**src/sv/phd_pkg.sv**
```systemverilog
`timescale 1ns / 1ps
// Shared types and constants for the packet header deframer.
// No dependencies; imported by every module of the block.
package phd_pkg;

  localparam int unsigned POS_W      = 24;
  localparam int unsigned LEN_W      = 24;
  localparam int unsigned TYPE_W     = 16;
  localparam int unsigned ID_W       = 64;
  localparam int unsigned FIFO_DEPTH = 2;
  localparam int unsigned PTR_W      = $clog2(FIFO_DEPTH);

  // Header geometry: eight header bytes, message id ends at packet byte 16.
  localparam logic [LEN_W-1:0] HDR_BYTES  = LEN_W'(8);
  localparam logic [LEN_W-1:0] ID_END_POS = LEN_W'(16);
  localparam int unsigned      ID_FLAG_BIT = 1;

  // Header positions that select how a byte is used.
  localparam logic [POS_W-1:0] POS_MAGIC1    = POS_W'(1);
  localparam logic [POS_W-1:0] POS_LEN_LAST  = POS_W'(4);
  localparam logic [POS_W-1:0] POS_TYPE_LAST = POS_W'(6);
  localparam logic [POS_W-1:0] POS_FLAGS     = POS_W'(7);
  localparam logic [POS_W-1:0] POS_ID_END    = POS_W'(16);

  // Role of a word within its packet.
  typedef enum logic [2:0] {
    KIND_START,
    KIND_MAGIC,
    KIND_LEN,
    KIND_TYPE,
    KIND_FLAGS,
    KIND_ID,
    KIND_PAYLOAD
  } kind_t;

  typedef enum logic [1:0] {
    STATUS_OK         = 2'd0,
    STATUS_BAD_MAGIC  = 2'd1,
    STATUS_TOO_SHORT  = 2'd2,
    STATUS_ID_MISSING = 2'd3
  } status_t;

  // One classified word handed from the front to the back.
  typedef struct packed {
    logic [7:0] data_byte;
    kind_t      kind;
    logic       is_header;
    logic       pkt_end;
    status_t    status;
  } entry_t;

endpackage

```
**src/sv/phd_front.sv**
```systemverilog
`timescale 1ns / 1ps
// Front end: accepts stream words, tracks packet position, length and magic.
// Depends on phd_pkg; feeds classified words into phd_fifo.
module phd_front (
  input  logic            clk,
  input  logic            rst_n,
  input  logic            cfg_wr,
  input  logic [7:0]      cfg_data,
  input  logic            in_valid,
  output logic            in_ready,
  input  logic [7:0]      in_data_byte,
  output logic            push_valid,
  input  logic            push_ready,
  output phd_pkg::entry_t push_data
);
  import phd_pkg::*;

  logic [7:0]       magic_r;
  logic [POS_W-1:0] pos_r, pos_nxt;
  logic [LEN_W-1:0] len_r, len_nxt;
  logic             magic_ok_r, magic_ok_nxt;
  logic             accept;
  logic             byte_match;
  logic             pkt_end;
  kind_t            kind;
  status_t          status;

  assign accept     = in_valid && push_ready;
  assign in_ready   = push_ready;
  assign push_valid = in_valid;
  assign byte_match = (in_data_byte == magic_r);

  // Classify the word by its position in the packet.
  always_comb begin
    priority if (pos_r == '0)                kind = KIND_START;
    else if (pos_r == POS_MAGIC1)            kind = KIND_MAGIC;
    else if (pos_r <= POS_LEN_LAST)          kind = KIND_LEN;
    else if (pos_r <= POS_TYPE_LAST)         kind = KIND_TYPE;
    else if (pos_r == POS_FLAGS)             kind = KIND_FLAGS;
    else if (pos_r < POS_ID_END)             kind = KIND_ID;
    else                                     kind = KIND_PAYLOAD;
  end

  // Header state updates and the end-of-packet decision.
  always_comb begin
    magic_ok_nxt = magic_ok_r;
    len_nxt      = len_r;
    pkt_end      = 1'b0;
    status       = STATUS_OK;
    unique case (kind)
      KIND_START: begin
        magic_ok_nxt = byte_match;
        len_nxt      = '0;
      end
      KIND_MAGIC: magic_ok_nxt = magic_ok_r && byte_match;
      KIND_LEN:   len_nxt = {len_r[LEN_W-9:0], in_data_byte};
      default:    ;
    endcase
    if (kind == KIND_FLAGS) begin
      if (!magic_ok_r) begin
        pkt_end = 1'b1;
        status  = STATUS_BAD_MAGIC;
      end else if (len_r < HDR_BYTES) begin
        pkt_end = 1'b1;
        status  = STATUS_TOO_SHORT;
      end else if (len_r == HDR_BYTES) begin
        pkt_end = 1'b1;
      end
    end else if (kind == KIND_ID || kind == KIND_PAYLOAD) begin
      pkt_end = (({1'b0, pos_r} + (POS_W + 1)'(1)) >= {1'b0, len_r});
    end
    pos_nxt = pkt_end ? '0 : pos_r + POS_W'(1);
  end

  assign push_data.data_byte = in_data_byte;
  assign push_data.kind      = kind;
  assign push_data.is_header = (pos_r < HDR_BYTES);
  assign push_data.pkt_end   = pkt_end;
  assign push_data.status    = status;

  // Position, length and magic state advance on each accepted word.
  always_ff @(posedge clk) begin
    if (!rst_n) begin
      magic_r    <= '0;
      pos_r      <= '0;
      len_r      <= '0;
      magic_ok_r <= 1'b0;
    end else begin
      if (cfg_wr) begin
        magic_r <= cfg_data;
      end
      if (accept) begin
        pos_r      <= pos_nxt;
        len_r      <= len_nxt;
        magic_ok_r <= magic_ok_nxt;
      end
    end
  end

endmodule

```
**src/sv/phd_fifo.sv**
```systemverilog
`timescale 1ns / 1ps
// Short queue of classified words between the front and the back.
// Depends on phd_pkg for the entry type and depth.
module phd_fifo (
  input  logic            clk,
  input  logic            rst_n,
  input  logic            push_valid,
  output logic            push_ready,
  input  phd_pkg::entry_t push_data,
  output logic            pop_valid,
  input  logic            pop_ready,
  output phd_pkg::entry_t pop_data
);
  import phd_pkg::*;

  entry_t           mem_r [FIFO_DEPTH];
  logic [PTR_W-1:0] wr_ptr_r, rd_ptr_r;
  logic [PTR_W:0]   count_r;
  logic             push, pop;

  assign push_ready = (count_r != (PTR_W + 1)'(FIFO_DEPTH));
  assign pop_valid  = (count_r != '0);
  assign push       = push_valid && push_ready;
  assign pop        = pop_ready && pop_valid;
  assign pop_data   = mem_r[rd_ptr_r];

  // Entry storage needs no reset.
  always_ff @(posedge clk) begin
    if (push) begin
      mem_r[wr_ptr_r] <= push_data;
    end
  end

  // Pointers and fill count.
  always_ff @(posedge clk) begin
    if (!rst_n) begin
      wr_ptr_r <= '0;
      rd_ptr_r <= '0;
      count_r  <= '0;
    end else begin
      if (push) wr_ptr_r <= wr_ptr_r + PTR_W'(1);
      if (pop)  rd_ptr_r <= rd_ptr_r + PTR_W'(1);
      if (push && !pop)      count_r <= count_r + (PTR_W + 1)'(1);
      else if (pop && !push) count_r <= count_r - (PTR_W + 1)'(1);
    end
  end

endmodule

```
**src/sv/phd_back.sv**
```systemverilog
`timescale 1ns / 1ps
// Back end: gathers length, type, flags and id, settles the status, holds the result.
// Depends on phd_pkg; takes classified words from phd_fifo.
module phd_back (
  input  logic                      clk,
  input  logic                      rst_n,
  input  logic                      pop_valid,
  output logic                      pop_ready,
  input  phd_pkg::entry_t           pop_data,
  output logic                      out_valid,
  input  logic                      out_ready,
  output logic [7:0]                out_byte_out,
  output logic                      out_is_header,
  output logic                      out_packet_end,
  output logic [1:0]                out_status,
  output logic [phd_pkg::LEN_W-1:0]  out_packet_length,
  output logic [phd_pkg::TYPE_W-1:0] out_packet_type,
  output logic                      out_id_present,
  output logic [phd_pkg::ID_W-1:0]   out_msg_id
);
  import phd_pkg::*;

  logic [LEN_W-1:0]  len_r, len_nxt;
  logic [TYPE_W-1:0] type_r, type_nxt;
  logic              flag_r, flag_nxt;
  logic [ID_W-1:0]   shift_r, shift_nxt;
  status_t           status_res;
  logic [ID_W-1:0]   id_res;
  logic              take;

  logic              out_valid_r;
  logic [7:0]        byte_r;
  logic              hdr_r, end_r, flag_out_r;
  status_t           status_r;
  logic [LEN_W-1:0]  len_out_r;
  logic [TYPE_W-1:0] type_out_r;
  logic [ID_W-1:0]   id_out_r;

  assign pop_ready = !out_valid_r || out_ready;
  assign take      = pop_valid && pop_ready;

  // Header field gathering for the word being taken.
  always_comb begin
    len_nxt   = len_r;
    type_nxt  = type_r;
    flag_nxt  = flag_r;
    shift_nxt = shift_r;
    unique case (pop_data.kind)
      KIND_START: begin
        len_nxt   = '0;
        type_nxt  = '0;
        flag_nxt  = 1'b0;
        shift_nxt = '0;
      end
      KIND_LEN:   len_nxt = {len_r[LEN_W-9:0], pop_data.data_byte};
      KIND_TYPE:  type_nxt = {type_r[TYPE_W-9:0], pop_data.data_byte};
      KIND_FLAGS: flag_nxt = pop_data.data_byte[ID_FLAG_BIT];
      KIND_ID:    shift_nxt = {shift_r[ID_W-9:0], pop_data.data_byte};
      default:    ;
    endcase
  end

  // Final status and id: the id is given only when all eight id bytes came.
  always_comb begin
    status_res = pop_data.status;
    id_res     = '0;
    if (pop_data.pkt_end && pop_data.status == STATUS_OK && flag_nxt) begin
      if (len_nxt < ID_END_POS) begin
        status_res = STATUS_ID_MISSING;
      end else begin
        id_res = shift_nxt;
      end
    end
  end

  // Gathered header state.
  always_ff @(posedge clk) begin
    if (!rst_n) begin
      len_r   <= '0;
      type_r  <= '0;
      flag_r  <= 1'b0;
      shift_r <= '0;
    end else if (take) begin
      len_r   <= len_nxt;
      type_r  <= type_nxt;
      flag_r  <= flag_nxt;
      shift_r <= shift_nxt;
    end
  end

  // Output word valid flag.
  always_ff @(posedge clk) begin
    if (!rst_n) begin
      out_valid_r <= 1'b0;
    end else if (pop_ready) begin
      out_valid_r <= pop_valid;
    end
  end

  // Output payload; decoded fields read zero except at packet end.
  always_ff @(posedge clk) begin
    if (take) begin
      byte_r     <= pop_data.data_byte;
      hdr_r      <= pop_data.is_header;
      end_r      <= pop_data.pkt_end;
      status_r   <= pop_data.pkt_end ? status_res : STATUS_OK;
      len_out_r  <= pop_data.pkt_end ? len_nxt : '0;
      type_out_r <= pop_data.pkt_end ? type_nxt : '0;
      flag_out_r <= pop_data.pkt_end && flag_nxt;
      id_out_r   <= pop_data.pkt_end ? id_res : '0;
    end
  end

  assign out_valid         = out_valid_r;
  assign out_byte_out      = byte_r;
  assign out_is_header     = hdr_r;
  assign out_packet_end    = end_r;
  assign out_status        = status_r;
  assign out_packet_length = len_out_r;
  assign out_packet_type   = type_out_r;
  assign out_id_present    = flag_out_r;
  assign out_msg_id        = id_out_r;

endmodule

```
**src/sv/packet_header_deframer_top.sv**
```systemverilog
`timescale 1ns / 1ps
// Packet header deframer. Flow: an accepted word is written into the queue and
// moves from there into the output register once that register is free, where its
// result is offered. Throughput: one word per cycle, sustained while the
// result side keeps taking; a two-entry queue and the output register let each
// side stall on its own. Reset clears the packet position, gathered header state,
// queue, output valid and the magic register. Depends on phd_pkg, phd_front/fifo/back.
module packet_header_deframer_top (
  input  logic                      clk,
  input  logic                      rst_n,
  input  logic                      cfg_valid,
  output logic                      cfg_ready,
  input  logic [7:0]                cfg_magic_value,
  input  logic                      in_valid,
  output logic                      in_ready,
  input  logic [7:0]                in_data_byte,
  output logic                      out_valid,
  input  logic                      out_ready,
  output logic [7:0]                out_byte_out,
  output logic                      out_is_header,
  output logic                      out_packet_end,
  output logic [1:0]                out_status,
  output logic [phd_pkg::LEN_W-1:0]  out_packet_length,
  output logic [phd_pkg::TYPE_W-1:0] out_packet_type,
  output logic                      out_id_present,
  output logic [phd_pkg::ID_W-1:0]   out_msg_id
);
  import phd_pkg::*;

  logic   push_valid, push_ready, pop_valid, pop_ready;
  entry_t push_data, pop_data;

  // The magic register is always writable.
  assign cfg_ready = 1'b1;

  phd_front u_front (
    .clk          (clk),
    .rst_n        (rst_n),
    .cfg_wr       (cfg_valid && cfg_ready),
    .cfg_data     (cfg_magic_value),
    .in_valid     (in_valid),
    .in_ready     (in_ready),
    .in_data_byte (in_data_byte),
    .push_valid   (push_valid),
    .push_ready   (push_ready),
    .push_data    (push_data)
  );

  phd_fifo u_fifo (
    .clk        (clk),
    .rst_n      (rst_n),
    .push_valid (push_valid),
    .push_ready (push_ready),
    .push_data  (push_data),
    .pop_valid  (pop_valid),
    .pop_ready  (pop_ready),
    .pop_data   (pop_data)
  );

  phd_back u_back (
    .clk               (clk),
    .rst_n             (rst_n),
    .pop_valid         (pop_valid),
    .pop_ready         (pop_ready),
    .pop_data          (pop_data),
    .out_valid         (out_valid),
    .out_ready         (out_ready),
    .out_byte_out      (out_byte_out),
    .out_is_header     (out_is_header),
    .out_packet_end    (out_packet_end),
    .out_status        (out_status),
    .out_packet_length (out_packet_length),
    .out_packet_type   (out_packet_type),
    .out_id_present    (out_id_present),
    .out_msg_id        (out_msg_id)
  );

  // Decoded fields stay zero on words that do not end a packet.
  a_fields_zero_mid_packet: assert property (@(posedge clk) disable iff (!rst_n)
    out_valid && !out_packet_end |->
      out_status == STATUS_OK && out_packet_length == '0 && out_msg_id == '0)
    else $error("decoded fields set on a word that does not end a packet");

  // A message id is only reported for a good packet that announced one.
  a_id_only_when_ok: assert property (@(posedge clk) disable iff (!rst_n)
    out_valid && out_msg_id != '0 |->
      out_packet_end && out_id_present && out_status == STATUS_OK)
    else $error("message id reported without a good id-bearing packet");

  // A too-short packet ends inside the header with a length below eight.
  a_short_in_header: assert property (@(posedge clk) disable iff (!rst_n)
    out_valid && out_status == STATUS_TOO_SHORT |->
      out_is_header && out_packet_length < HDR_BYTES)
    else $error("too-short status outside the header or with a legal length");

  // Reset empties the result register.
  a_reset_clears_out: assert property (@(posedge clk)
    !rst_n |=> !out_valid)
    else $error("result still valid after reset");

endmodule

```
**config.mk**
```make
export PLATFORM = sky130hd
export DESIGN_NAME = packet_header_deframer_top
export DESIGN_NICKNAME = d
export VERILOG_FILES = /design/src/sv/phd_pkg.sv /design/src/sv/phd_front.sv /design/src/sv/phd_fifo.sv /design/src/sv/phd_back.sv /design/src/sv/packet_header_deframer_top.sv
export SDC_FILE = /design/constraint.sdc
export NUM_CORES = 1
export LEC_CHECK = 0
export ABC_AREA = 0
export BUFFER_PORTS_ARGS = -buffer_cell sky130_fd_sc_hd__buf_4
export CAP_MARGIN = 15
export CORE_UTILIZATION = 39
export CTS_CLUSTER_SIZE = 20
export DETAILED_ROUTE_END_ITERATION = 8
export MAX_ROUTING_LAYER = met4
export PLACE_DENSITY = 0.61
export SETUP_SLACK_MARGIN = 0.2
export SLEW_MARGIN = 20
export SYNTH_ARGS = -nofsm -noshare
export SYNTH_HDL_FRONTEND = slang
export SYNTH_SLANG_ARGS = --single-unit
export TNS_END_PERCENT = 50
```
**constraint.sdc**
```tcl
create_clock -name clk -period 5.6 [get_ports clk]
set_input_delay 1.12 -clock clk [delete_from_list [all_inputs] [get_ports clk]]
set_output_delay 1.12 -clock clk [all_outputs]
set_load 0.03 [all_outputs]
```
==> results of run 1 <==
-- logic make-up after synthesis --
kind of cell / after synthesis / synth area share, %
simple gates: 420 / 14.17
flops: 315 / 58.48
compound gates: 306 / 16.43
buf+inv: 123 / 4.026
xor+xnor: 33 / 2.173
fa+ha+maj: 28 / 2.634
mux: 26 / 2.070
other cells: 1 / 0.02819
-- path summary, 6_finish.rpt --
check,depth (start not counted),to,slack [ns]
worst max-delay path,13,u_front.pos_r[23]$_SDFFE_PN0P_,1.12
worst min-delay path,2,u_back.len_r[19]$_SDFFE_PN0P_,0.48
worst max register to register,13,u_front.pos_r[23]$_SDFFE_PN0P_,1.12
worst min register to register,2,u_back.len_r[19]$_SDFFE_PN0P_,0.48
-- placed cells by master (no fill, tap or decap), types with 4 or more instances in the layout --
cell type and count:
sky130_fd_sc_hd__o21ai_0 13, sky130_fd_sc_hd__mux2_2 12, sky130_fd_sc_hd__o211ai_1 4, sky130_fd_sc_hd__ha_1 28, sky130_fd_sc_hd__nor4_1 18, sky130_fd_sc_hd__clkinv_2 10
sky130_fd_sc_hd__a22o_1 43, sky130_fd_sc_hd__nor2_1 202, sky130_fd_sc_hd__mux2i_1 13, sky130_fd_sc_hd__and4_1 5, sky130_fd_sc_hd__nand2_1 77, sky130_fd_sc_hd__a22oi_1 160
sky130_fd_sc_hd__a21oi_1 64, sky130_fd_sc_hd__nand4_1 7, sky130_fd_sc_hd__xnor2_1 19, sky130_fd_sc_hd__and3_1 6, sky130_fd_sc_hd__buf_4 155, sky130_fd_sc_hd__nor2_2 4
sky130_fd_sc_hd__nor3_1 12, sky130_fd_sc_hd__bufinv_16 5, sky130_fd_sc_hd__inv_1 32, sky130_fd_sc_hd__nand2b_1 6, sky130_fd_sc_hd__and2_1 4, sky130_fd_sc_hd__nor2b_1 4
sky130_fd_sc_hd__o22ai_1 4, sky130_fd_sc_hd__dfxtp_1 168, sky130_fd_sc_hd__clkbuf_16 35, sky130_fd_sc_hd__nand3_1 58, sky130_fd_sc_hd__edfxtp_1 147, sky130_fd_sc_hd__xor2_1 14
-- cells in the mapped netlist (2+ instances only) --
master                       n  area [µm²]
sky130_fd_sc_hd__and3_1      6       37.54
sky130_fd_sc_hd__dfxtp_1   168        3363
sky130_fd_sc_hd__xnor2_1    19       166.4
sky130_fd_sc_hd__buf_6       7       78.83
sky130_fd_sc_hd__a22oi_1   160        1201
sky130_fd_sc_hd__a211oi_1    2       15.01
sky130_fd_sc_hd__or4_1       2       15.01
sky130_fd_sc_hd__nand3_1    58       290.3
sky130_fd_sc_hd__a31oi_1     3       18.77
sky130_fd_sc_hd__inv_1      33       123.9
sky130_fd_sc_hd__clkbuf_1   61       229.0
sky130_fd_sc_hd__buf_1      14       52.55
sky130_fd_sc_hd__nor4_1     18       112.6
sky130_fd_sc_hd__o22ai_1     4       25.02
sky130_fd_sc_hd__nor2_1    205       769.5
sky130_fd_sc_hd__and2_1      5       31.28
sky130_fd_sc_hd__ha_1       28       350.3
sky130_fd_sc_hd__o31ai_1     3       22.52
sky130_fd_sc_hd__nand2b_1    6       37.54
sky130_fd_sc_hd__a21oi_1    64       320.3
sky130_fd_sc_hd__xor2_1     14       122.6
sky130_fd_sc_hd__a22o_1     43       376.6
sky130_fd_sc_hd__nand2_1    77       289.0
sky130_fd_sc_hd__mux2_2     12       135.1
sky130_fd_sc_hd__nor3_1     13       65.06
sky130_fd_sc_hd__nand4_1     7       43.79
sky130_fd_sc_hd__nor2b_1     4       25.02
sky130_fd_sc_hd__edfxtp_1  147        4414
sky130_fd_sc_hd__and4_1      5       43.79
sky130_fd_sc_hd__o211ai_1    4       30.03
sky130_fd_sc_hd__buf_2       5       25.02
sky130_fd_sc_hd__o21ai_0    14       70.07
sky130_fd_sc_hd__or3_1       3       18.77
sky130_fd_sc_hd__or2_2       3       18.77
sky130_fd_sc_hd__mux2i_1    14       140.1
-- state kept, by name, indices dropped and copies added, names as in the netlist, 2 cells and up, named ones only --
signal,cells
u_back.out_msg_id,64
u_back.shift_r,64
u_fifo.mem_r,30
u_back.len_r,24
u_back.out_packet_length,24
u_front.len_r,24
u_front.pos_r,24
u_back.out_packet_type,16
u_back.type_r,16
u_back.out_byte_out,8
u_front.magic_r,8
u_back.out_status,2
u_fifo.count_r,2
-- per-layer routing --
layer  GRT usage [%]  wire [µm]  vias to the layer above
met1           25.45      14980                     4847
met4           5.612        809                        0
met3           2.746       1466                       54
met2           29.31      15260                      264
met5               -          0                        -
li1                -          -                     4791
-- where the power goes --
group / internal (mW) / switching [mW]
logic: 0.682 / 1.72
clock network: 1.40 / 0.920
registers: 2.97 / 0.222
total: 5.05 / 2.86
-- worst max-delay path: cells and delay by family, from the launching register on --
kind            cells  cell delay, ns
simple gates        6            1.51
fa+ha+maj           1            0.27
compound gates      5            1.83
xor+xnor            1            0.20
flops               1            0.60
-- area by class of cell --
cell class | count | area share (%)
Clock buffer | 39 | 5.693
Clock inverter | 22 | 1.613
Inverter | 34 | 0.8302
Multi-Input combinational cell | 814 | 31.82
Sequential cell | 315 | 49.15
Tap cell | 448 | 3.542
Timing Repair Buffer | 155 | 7.354
-- metrics by stage --
stage	utilization, %	setup slack [ns]	instance area, µm²
2_1_floorplan	-	0.4961	13300
3_5_place_dp	43.74	1.162	14670
6_report	47.19	1.118	15820
4_1_cts	47.18	1.146	15820
5_1_grt	47.19	0.8231	15820
3_3_place_gp	43.74	1.316	14670
==> impl_metrics.toml, run 1 <==
[placement]
globalplace.congestion = 0.8775
post-dp-hpwl_um = 21010
numPortBuffers = 139
dp.cells = 1766

[status]
run_status = "finished, final reports clean"

[final_layout]
drive_gt1_share_pct = 17.55
multi_input_area_mm2 = 0.005035
fill_cells = 3134
register_area_mm2 = 0.007777
post_layout_nonfiller_instances = 1827
areaGrowthSynthToFinish_pct = 18.97
fin_nets = 1403
antenna_cells_inserted = 0

[synthesis]
synthesis.area_mm2 = 0.01330
count_of_cell_types_in_the_netlist = 56
synth_top_flop_cell = "sky130_fd_sc_hd__dfxtp_1"
yosys_register_bits = 315
synth.yosys.warnings = 0
syn_nets = 1301
postSynthAreaPerCell_um2 = 10.62
async_flop_share_pct = 0
synth.yosys.seq_area_share_pct = 58.48
post_synth_inst_count = 1252
synth_edf_count = 147

[worst_setup_path]
timing.critical_path.slowest_stage_cell = "sky130_fd_sc_hd__o21a_1"
endpoint_arrival_time_on_the_critical_path_ns = 4.94
timing.critical_path.fanout_max = 19
setup.worst_path.end_class = "flop"
regToRegStartpoint = "u_front.pos_r[2]$_SDFFE_PN0P_"
crit_path_frequent_cell = "sky130_fd_sc_hd__nor3_1"
cp_data_required_time_ns = 6.05
crit_start = "u_front.pos_r[2]$_SDFFE_PN0P_"
worst_setup_path_category = "reg2reg"
slowest_delay_ns = 0.63
setup_crit_start_kind = "flop"
crit_chain = "nand3_1, nor3_1, and2_1, and4_1, xor2_1, ha_1, o21ai_0, nor2_1, nor3_1, a31oi_1, o41ai_4, o21a_1, a22o_1"

[sta]
hold_viol = 0
final_period_minus_worst_setup_slack_ns = 4.483
timing_worst_slew_pin_value_ns = 1.034
tns_ns = 0
finalCritPeriodShare_pct = 80.04
fin_worst_hold_slack_ns = 0.4764
finalClockSkew_ns = 0.01200
fmax_ghz = 0.2231
setup_viol = 0
max_slew_margin_pct = 31.01
timing_max_transition_violations_final = 0
rsz0062_at_grt = "no"

[routing]
routed_wire_length_per_instance_um = 17.80
vias_after_detailed_routing = 9956
drc = 0
totalWireLength_um = 32510
drt_first_iter_violations = 822
detailedRoute.firstPassIterationCount = 6
postRouteAntennaNets = 0
vias_per_cell = 5.449

[min_path]
min_path_type = "reg2reg"
hold_path_startpoint = "u_back.len_r[19]$_SDFFE_PN0P_"

[grt]
globalRouteOverflowTotal = 0
grt_start_max_net_pins = 69
grt.total_usage_pct = 18.84
vias_in_the_first_global_route = 8977
antenna_found_initial = 0
grt_pass1_wl_um = 51450

[clocking]
ctsRootBufferMaster = "sky130_fd_sc_hd__clkbuf_16"
post_cts_resize_count = 0
cts.sink_count = 315
cts_setup_buffers = 0
cts_max_level = 2
hold_buffers = 0
clkTransAtPathRegs_ns = 0.07
tritoncts = "built"
cts.path.max_buffers = 3
insertion_delay_ns = 0.51
number_of_buffers_inserted_during_clock_tree_synthesis = 34

[floorplan]
die_height_um = 186.7
core_area_mm2 = 0.03353
die_width_um = 186.7
floorplan.initialDensity_pct = 39.66
top_level_ports = 141
die_area_mm2 = 0.03485
placementRows = 67

[power]
irDropWorstVdd_v = 0.0002791
power_mw = 7.907
power_density_mw_per_mm2 = 499.7
standby_leakage_power_nw = 5.630

[flow_run]
drv.max_cap_violation_count = 0
No activity file was read; power rests on OpenSTA's default activity.
==> inputs of run 2 (changes only) <==
--- a/config.mk
+++ b/config.mk
@@ -12,7 +12,7 @@
 export CTS_CLUSTER_SIZE = 20
 export DETAILED_ROUTE_END_ITERATION = 8
 export MAX_ROUTING_LAYER = met4
-export PLACE_DENSITY = 0.61
+export PLACE_DENSITY = 0.63
 export SETUP_SLACK_MARGIN = 0.2
 export SLEW_MARGIN = 20
 export SYNTH_ARGS = -nofsm -noshare
==> constraint.sdc (replaced) <==
create_clock -name clk -period 4 [get_ports clk]
set_input_delay 0.8 -clock clk [delete_from_list [all_inputs] [get_ports clk]]
set_output_delay 0.8 -clock clk [all_outputs]
set_load 0.03 [all_outputs]
==> run 2 against run 1 <==
First-iteration DRC count shrank 2.2%. Clock power grew 47%. Non-clock buffer count grew 15. Highest routed layer unchanged. Sequential share of layout area shrank 0.95 points. Count of clock-buffer cells in the layout grew 4.
==> impl_metrics.toml, run 2 (same netlist as run 1, synthesis figures left out) <==
[clocking]
number_of_buffers_inserted_during_clock_tree_synthesis = 35
hold_buffers = 0
tritoncts = "built"
clkTransAtPathRegs_ns = 0.06
cts.sink_count = 315
cts.path.max_buffers = 3
cts_max_level = 2
insertion_delay_ns = 0.53
ctsRootBufferMaster = "sky130_fd_sc_hd__clkbuf_16"

[min_path]
min_path_type = "reg2reg"
hold_path_startpoint = "u_back.len_r[18]$_SDFFE_PN0P_"
whs_path_depth = 2
whs_endpoint = "u_back.len_r[18]$_SDFFE_PN0P_"

[floorplan]
die_width_um = 186.7
placementRows = 67
core_area_mm2 = 0.03353
floorplan.initialDensity_pct = 39.66
top_level_ports = 141
die_area_mm2 = 0.03485
die_height_um = 186.7

[power]
power_switching_share_pct = 35.73
power_density_mw_per_mm2 = 699.9
seq_power_share_pct = 39.4
irDropWorstVdd_v = 0.0003965
power_report.internal_total_mw = 7.258
clock_power_share_pct = 30.2
standby_leakage_power_nw = 5.753
combinationalPowerShare_pct = 30.4
switchingPower_mw = 4.035

[worst_setup_path]
worst_r2r_path_depth = 15
setup_crit_start_kind = "flop"
regToRegStartpoint = "u_front.pos_r[0]$_SDFFE_PN0P_"
regToRegSetupSlack_ns = 0.42
cp_data_required_time_ns = 4.40
setup.worst_path.end_class = "flop"
timing.rr.end = "u_front.pos_r[19]$_SDFFE_PN0P_"
timing.critical_path.fanout_max = 19
endpoint_arrival_time_on_the_critical_path_ns = 3.98
worst_setup_path_category = "reg2reg"

[flow_run]
drv.max_cap_violation_count = 0

[grt]
grt_pass1_wl_um = 51200
grt_start_max_net_pins = 118
antenna_found_initial = 0
globalRouteOverflowTotal = 0
grt.total_usage_pct = 18.78
vias_in_the_first_global_route = 9267

[final_layout]
final_common_cell = "sky130_fd_sc_hd__nor2_1"
multi_input_area_mm2 = 0.005101
register_area_mm2 = 0.007777
fill_cells = 3108
antenna_cells_inserted = 0
fin_nets = 1419
commonest_cells_after_routing_fill_and_taps_aside = "sky130_fd_sc_hd__nor2_1, sky130_fd_sc_hd__dfxtp_1, sky130_fd_sc_hd__buf_4"
areaGrowthSynthToFinish_pct = 21.31
drive_gt1_share_pct = 19.26

[placement]
post-dp-hpwl_um = 21100
numPortBuffers = 139
globalplace.congestion = 0.8630

[sta]
finalCritPeriodShare_pct = 89.53
timing_max_transition_violations_final = 0
timing_worst_slew_pin_value_ns = 0.9398
fin_worst_hold_slack_ns = 0.4769
setup_viol = 0
hold_viol = 0
fmax_ghz = 0.2793
tns_ns = 0
final_period_minus_worst_setup_slack_ns = 3.581
rsz0062_at_grt = "no"
max_slew_margin_pct = 37.20
finalClockSkew_ns = 0.01843

[routing]
totalWireLength_um = 32330
vias_after_detailed_routing = 10004
vias_per_cell = 5.422
drt_first_iter_violations = 804
routed_wire_length_per_instance_um = 17.53
drc = 0
postRouteAntennaNets = 0
detailedRoute.firstPassIterationCount = 5

[status]
run_status = "finished, final reports clean"
==> run 2: power groups by stage <==
stage | logic [mW] | clock network [mW] | registers (mW)
finish | 3.43 | 3.41 | 4.45
global route | 3.62 | 3.61 | 4.52
CTS | 3.45 | 3.49 | 4.47
detailed placement | 3.44 | 0 | 4.53
global placement | 3.43 | 0 | 4.53
floorplan | 1.20 | 0 | 5.49
==> run 2: critical path, cell delays in order (launching register included) <==
cell	delay, ns
sky130_fd_sc_hd__dfxtp_1	0.42
sky130_fd_sc_hd__ha_1	0.28
sky130_fd_sc_hd__nand2_1	0.16
sky130_fd_sc_hd__nor4_4	0.15
sky130_fd_sc_hd__buf_4	0.18
sky130_fd_sc_hd__nand3_1	0.09
sky130_fd_sc_hd__xnor2_1	0.16
sky130_fd_sc_hd__ha_1	0.30
sky130_fd_sc_hd__nand4_1	0.14
sky130_fd_sc_hd__nor3_1	0.35
sky130_fd_sc_hd__o211ai_1	0.18
sky130_fd_sc_hd__a31oi_2	0.28
sky130_fd_sc_hd__o41ai_4	0.14
sky130_fd_sc_hd__o21a_1	0.22
sky130_fd_sc_hd__buf_12	0.16
sky130_fd_sc_hd__a22o_1	0.23
==> run 2: metal layers <==
metal,up-vias,wire length (µm),GRT usage (%)
met2,267,15350,29.72
met3,59,1454,2.407
met1,4851,14700,25.12
met5,-,0,-
met4,0,830,5.675
li1,4827,-,-
==> run 2: how the worst max path moves through the flow <==
stage                                        from                              end  slack, ns  cells after the start
CTS                 u_front.pos_r[0]$_SDFFE_PN0P_    u_front.pos_r[8]$_SDFFE_PN0P_       0.24                     14
detailed placement  u_front.pos_r[0]$_SDFFE_PN0P_   u_front.pos_r[23]$_SDFFE_PN0P_       0.27                     14
global route        u_front.pos_r[0]$_SDFFE_PN0P_    u_front.pos_r[8]$_SDFFE_PN0P_       0.21                     15
global placement    u_front.pos_r[0]$_SDFFE_PN0P_   u_front.pos_r[22]$_SDFFE_PN0P_       0.47                     14
finish              u_front.pos_r[0]$_SDFFE_PN0P_   u_front.pos_r[19]$_SDFFE_PN0P_       0.42                     15
floorplan                               out_ready  u_back.shift_r[43]$_SDFFE_PN0P_       0.17                      9
==> run 2: cell type report <==
cell class | instances | area share, %
Clock buffer | 43 | 5.808
Clock inverter | 21 | 1.931
Inverter | 34 | 0.8220
Multi-Input combinational cell | 814 | 31.62
Sequential cell | 315 | 48.20
Tap cell | 448 | 3.474
Timing Repair Buffer | 170 | 8.143
==> run 2: per-stage QoR <==
stage | setup WS [ns] | util (%) | power [mW] | cells | cell area [µm²]
2_1_floorplan | 0.1733 | - | 6.687 | 1252 | 13430
3_3_place_gp | 0.4700 | 44.31 | 7.956 | 1779 | 14860
3_5_place_dp | 0.2748 | 44.31 | 7.973 | 1779 | 14860
4_1_cts | 0.2428 | 48.04 | 11.41 | 1843 | 16110
5_1_grt | 0.2074 | 48.12 | 11.76 | 1845 | 16130
6_report | 0.4190 | 48.12 | 11.29 | 1845 | 16130
==> run 2: repair_timing <==
action	CTS	global route
endpoints found under the setup margin	0	23
buffers inserted	0	2
resized for setup	0	2
